--- src/hdl/wua_pkg.sv ---
// Shared types and constants for the 128-bit unsigned ALU pipeline.
package wua_pkg;

    localparam int unsigned WordW    = 128;
    localparam int unsigned HalfW    = 64;
    localparam int unsigned QuartW   = 32;
    localparam int unsigned ShiftW   = 8;
    localparam int unsigned DivSteps = 128;

    typedef enum logic [2:0] {
        K_ADD     = 3'd0,
        K_SUB     = 3'd1,
        K_MUL     = 3'd2,
        K_DIVMOD  = 3'd3,
        K_SHL_CHK = 3'd4,
        K_SHL_TRN = 3'd5,
        K_MAX     = 3'd6,
        K_MIN     = 3'd7
    } t_kind;

    typedef enum logic [1:0] {
        ST_OK       = 2'd0,
        ST_OVERFLOW = 2'd1,
        ST_NEGATIVE = 2'd2,
        ST_DIVZERO  = 2'd3
    } t_status;

    // Word state carried down the pipeline
    typedef struct packed {
        t_kind             kind;
        logic [WordW-1:0]  a;
        logic [WordW-1:0]  b;
        logic [WordW-1:0]  res;
        t_status           status;
        logic              less;
        logic              eq;
        logic              mul_ab_ov;
    } t_item;

    // Partial products: three 64x64 products, four 32x32 pieces each
    typedef logic [2:0][3:0][HalfW-1:0] t_pp;

    typedef logic [2:0][WordW-1:0] t_prod;

endpackage

--- src/hdl/wua_mul.sv ---
// Two stages that assemble the 128-bit product and apply the overflow rule.
module wua_mul
    import wua_pkg::*;
(
    input  logic  i_clk,
    input  logic  i_rst_n,
    input  logic  i_en,
    input  logic  i_valid,
    input  t_item i_item,
    input  t_pp   i_pp,
    output logic  o_valid,
    output t_item o_item
);

    t_prod          n_prod;
    t_prod          r_prod;
    t_item          r_item2;
    t_item          r_item3;
    t_item          n_item3;
    logic [1:0]     r_valid;
    logic [HalfW+1:0] hi_sum;
    logic           ov;

    // Combine the four pieces of each 64x64 product
    always_comb begin
        for (int k = 0; k < 3; k++) begin
            n_prod[k] = {{HalfW{1'b0}}, i_pp[k][0]}
                      + ({{HalfW{1'b0}}, i_pp[k][1]} << QuartW)
                      + ({{HalfW{1'b0}}, i_pp[k][2]} << QuartW)
                      + ({{HalfW{1'b0}}, i_pp[k][3]} << HalfW);
        end
    end

    // Sum the upper half and check for a product above 128 bits
    assign hi_sum = {2'b00, r_prod[0][WordW-1:HalfW]}
                  + {2'b00, r_prod[1][HalfW-1:0]}
                  + {2'b00, r_prod[2][HalfW-1:0]};
    assign ov = r_item2.mul_ab_ov
             || (r_prod[1][WordW-1:HalfW] != '0)
             || (r_prod[2][WordW-1:HalfW] != '0)
             || (hi_sum[HalfW+1:HalfW] != 2'b00);

    always_comb begin
        n_item3 = r_item2;
        if (r_item2.kind == K_MUL) begin
            if (ov) begin
                n_item3.res    = r_item2.a;
                n_item3.status = ST_OVERFLOW;
            end else begin
                n_item3.res = {hi_sum[HalfW-1:0], r_prod[0][HalfW-1:0]};
            end
        end
    end

    always_ff @(posedge i_clk) begin
        if (!i_rst_n) begin
            r_valid <= '0;
        end else if (i_en) begin
            r_valid <= {r_valid[0], i_valid};
        end
    end

    always_ff @(posedge i_clk) begin
        if (i_en) begin
            r_prod  <= n_prod;
            r_item2 <= i_item;
            r_item3 <= n_item3;
        end
    end

    assign o_valid = r_valid[1];
    assign o_item  = r_item3;

endmodule

--- config.mk ---
export PLATFORM = sky130hd
export DESIGN_NAME = wua_mul
export DESIGN_NICKNAME = d
export VERILOG_FILES = /design/src/hdl/wua_pkg.sv /design/src/hdl/wua_mul.sv
export SDC_FILE = /design/constraint.sdc
export NUM_CORES = 2
export LEC_CHECK = 0
export ABC_CLOCK_PERIOD_IN_PS = 5600
export CORE_AREA = 4 4 603 605
export CTS_CLUSTER_SIZE = 28
export DETAILED_ROUTE_END_ITERATION = 6
export DIE_AREA = 0 0 607 609
export DONT_BUFFER_PORTS = 1
export GPL_ROUTABILITY_DRIVEN = 0
export GPL_TIMING_DRIVEN = 0
export PLACE_DENSITY = 0.33
export SLEW_MARGIN = 10
export SYNTH_ARGS = -nofsm -noshare
export SYNTH_HDL_FRONTEND = slang
export SYNTH_SLANG_ARGS = --single-unit
--- constraint.sdc ---
create_clock -name i_clk -period 5.6 [get_ports i_clk]
set_input_delay 0.84 -clock i_clk [delete_from_list [all_inputs] [get_ports i_clk]]
set_output_delay 0.84 -clock i_clk [all_outputs]
set_load 0.01 [all_outputs]
==> results by group <==
Routing
  • Vias per inst: 4.09
  • Initial detailed-routing violation count: 3,134
  • Highest routing layer actually used: met5
  • Wire length on met2: 152 mm
  • Detailed Routing Iterations Pass 1: 5
  • Routed via count: 40,000
  • Total wire length after detailed routing: 290 mm
  • Remaining design rule violation count: 0
  • Total met3 wirelength after detailed routing: 20.4 mm
  • Detail-routed net length per standard cell: 29.7 um
  • Post-DRT Antenna Nets: 0
  • Post-route met1 wirelength: 109 mm

Hold path
  • Hold WC Path Type: in2reg

Finish
  • Count of nets after finishing: 6,537
  • Multi-input logic area: 24,200 sq um
  • Fin cells: 9,792
  • Fraction of layout instances using a drive strength above 1: 6.76%
  • Area Growth Syn to Fin: 23.5%
  • FILL cells: 38,500
  • Sequential Area: 35,100 sq um

Global route
  • Global-route wire length before repair: 380 mm
  • Global routing usage summed across all routing layers: 15.0%
  • Pin count of the biggest net entering global routing: 235
  • Number of global-route vias before repair: 41,300
  • Initial antenna violation count: 133
  • Total overflow reported by the global router: 0

Clock network
  • Buffer depth of the longest clock path: 4
  • Clock slew at reported path FFs: 0.06 ns
  • Clock insertion delay at the later pin of the skew report: 0.85 ns
  • Number of buffers inserted during clock tree synthesis: 158
  • Clock Sinks: 1,170
  • Count of H-tree levels built during CTS: 4
  • CTS tree: yes
  • Cell at the root of the clock tree: sky130_fd_sc_hd__clkbuf_16

Die
  • Number of core rows: 220
  • Overall die area: 370,000 sq um
  • Starting density of the core: 16.8%
  • Number of primary I/O pins: 1,557
  • DIE HEIGHT: 609 um
  • Placeable core area: 358,000 sq um
  • Die Span X: 607 um

Placement
  • Quantity of I/O buffers inserted on ports: 0
  • Detailed Place HPWL: 244 mm
  • Number of placed instances with taps included: 9,234

Yosys
  • Most area-consuming cells after synthesis: sky130_fd_sc_hd__edfxtp_1, sky130_fd_sc_hd__fa_1, sky130_fd_sc_hd__ha_1
  • Primary flip-flop cell chosen by synthesis mapping: sky130_fd_sc_hd__edfxtp_1
  • Number of storage elements in the synthesis netlist: 1,170
  • Ys Warns: 0
  • Post-synthesis instance total: 4,451
  • Yosys top cell area share: 58.2%
  • Net Count, Synth: 6,130
  • Share of synthesized area occupied by flip-flops and latches: 58.3%
  • Cell Area, Synth: 60,200 sq um
  • Yosys cell types: 90
  • Share of async-settable or async-resettable flops after synthesis: 0%
  • Average cell area after synthesis: 13.5 sq um
  • Top cell type by total area after synthesis: sky130_fd_sc_hd__edfxtp_1
  • Post-synth EDFFs: 1,168

Timing
  • Setup repair after global routing missed its margin: no
  • Tightest slew margin relative to the limit: 19.1%
  • Share of the clock period used by the worst path: 95.1%
  • Worst-case hold slack: 0.110 ns
  • Shortest period the worst path allows: 5.32 ns
  • Transition time of the tightest slew-check pin: 1.21 ns
  • Hold violation count in the final report: 0
  • Highest clock frequency the design can meet: 188 MHz
  • Number of setup violations in the final report: 0
  • Pins over their slew limit: 0
  • Setup total negative slack: 0 ns
  • Worst clock skew: 0.0821 ns

Flow run
  • Number of violations of the max-capacitance limit: 0

Status
  • Status: completed

Critical path
  • Crit path required time: 6.10 ns
  • Highest fanout seen on the critical path: 10
  • Category of the most critical setup path: reg2reg
  • Sort of element at the start of the critical path: register
  • Critical path endpoint category: register
  • Crit path DAT: 5.83 ns

Pwr
  • Leak pwr: 0.0260 uW
  • Power per standard cell area: 442 nW/um^2
  • Max VDD drop: 219 uV
[layout by cell type (no fill, tap or decap), types with 121 or more instances in the layout]
cell type,count
sky130_fd_sc_hd__a21o_1,186
sky130_fd_sc_hd__a21oi_1,296
sky130_fd_sc_hd__clkbuf_1,143
sky130_fd_sc_hd__clkbuf_16,158
sky130_fd_sc_hd__dlygate4sd3_1,235
sky130_fd_sc_hd__edfxtp_1,1168
sky130_fd_sc_hd__fa_1,260
sky130_fd_sc_hd__ha_1,255
sky130_fd_sc_hd__mux2i_1,121
sky130_fd_sc_hd__nand2_1,364
sky130_fd_sc_hd__nor2_1,157
sky130_fd_sc_hd__o21ai_0,140
sky130_fd_sc_hd__o21ai_1,147
sky130_fd_sc_hd__xnor2_1,175
sky130_fd_sc_hd__xor2_1,155
[synthesized netlist by cell type, types with 62 or more instances]
cell type,count
sky130_fd_sc_hd__edfxtp_1,1168
sky130_fd_sc_hd__nand2_1,365
sky130_fd_sc_hd__a21oi_1,300
sky130_fd_sc_hd__fa_1,260
sky130_fd_sc_hd__ha_1,255
sky130_fd_sc_hd__a21o_1,186
sky130_fd_sc_hd__xnor2_1,175
sky130_fd_sc_hd__nor2_1,158
sky130_fd_sc_hd__xor2_1,155
sky130_fd_sc_hd__o21ai_1,148
sky130_fd_sc_hd__o21ai_0,141
sky130_fd_sc_hd__clkbuf_1,130
sky130_fd_sc_hd__mux2i_1,123
sky130_fd_sc_hd__inv_1,107
sky130_fd_sc_hd__nand4_1,89
sky130_fd_sc_hd__nand3_1,67
sky130_fd_sc_hd__o21bai_1,62
[critical path: stages (launching register included)]
cell and delay [ns]:
sky130_fd_sc_hd__edfxtp_1 0.39, sky130_fd_sc_hd__fa_1 0.55, sky130_fd_sc_hd__ha_1 0.21, sky130_fd_sc_hd__inv_1 0.07, sky130_fd_sc_hd__fa_1 0.41, sky130_fd_sc_hd__nand2b_1 0.19, sky130_fd_sc_hd__a211oi_1 0.42, sky130_fd_sc_hd__o2111ai_1 0.24
sky130_fd_sc_hd__nand2_2 0.26, sky130_fd_sc_hd__o21ai_4 0.16, sky130_fd_sc_hd__a21oi_4 0.27, sky130_fd_sc_hd__a21oi_2 0.16, sky130_fd_sc_hd__o311a_2 0.51, sky130_fd_sc_hd__buf_12 0.20, sky130_fd_sc_hd__buf_6 0.21, sky130_fd_sc_hd__mux2i_1 0.16
sky130_fd_sc_hd__o21ai_1 0.51
[cell families after synthesis]
| logic type | synth area share [%] |
|---|---|
| buffers and inverters | 1.71 |
| XOR/XNOR | 4.80 |
| AO/OA/AOI/OAI | 11.2 |
| flip-flops | 58.3 |
| AND/OR/NAND/NOR | 8.00 |
| adder cells (fa/ha/maj) | 13.9 |
| multiplexers | 2.04 |
[state kept, by name, indices dropped and copies added (netlist names)]
name and flops:
n_item3 262, o_item 392, r_item2 130, r_valid 2
r_prod 384
[per-stage QoR]
step / power, uW / setup slack [ns] / utilization, % / cell area [sq um]
after floorplan: 17800 / 1.13 / - / 60200
after global placement: 22500 / -1.64 / 18.5 / 66200
after detailed placement: 22600 / -1.60 / 18.6 / 66500
after CTS: 33700 / 0.0585 / 20.7 / 74200
after global routing: 34900 / 0.0258 / 20.8 / 74300
final: 32900 / 0.275 / 20.8 / 74400
[per-layer routing]
layer  vias to the layer above  track usage (%)
met5                         -                0
met3                       477             3.74
li1                      17700                -
met2                      1733             27.8
met4                        40             4.11
met1                     20100             16.8
[final timing paths]
kind | startpoint | to | slack [ns] | cells past startpoint
max | r_prod[65] | o_item[16] | 0.28 | 16
min | i_item[39] | r_item2[39] | 0.11 | 0
max reg2reg | r_prod[65] | o_item[16] | 0.28 | 16
min reg2reg | n_item3[237] | o_item[237] | 0.40 | 0
[layout make-up]
| cell class | count | area share, % |
|---|---|---|
| multi-input combinational | 3022 | 32.6 |
| clock inverter | 110 | 1.67 |
| buffer | 152 | 0.883 |
| tap | 4773 | 8.03 |
| antenna | 36 | 0.121 |
| inverter | 107 | 0.540 |
| clock buffer | 175 | 5.40 |
| timing repair buffer | 247 | 3.56 |
| sequential | 1170 | 47.2 |
[power by group]
| part | leakage (uW) | switching, uW | internal (uW) |
|---|---|---|---|
| Sequential | 0.0115 | 827 | 11000 |
| Clock | 0.00255 | 4270 | 6150 |
| Combinational | 0.0120 | 7020 | 3620 |
| Total | 0.0260 | 12100 | 20800 |
[what timing repair did]
item	4_1_cts	5_1_grt
endpoints found under the hold margin	235	0
pin swaps	0	0
hold buffers	235	0
cloned	0	0
setup endpoints to repair	141	17
setup buffers	1	0
resized for setup	27	6
Power figures use the tool's default switching activity.
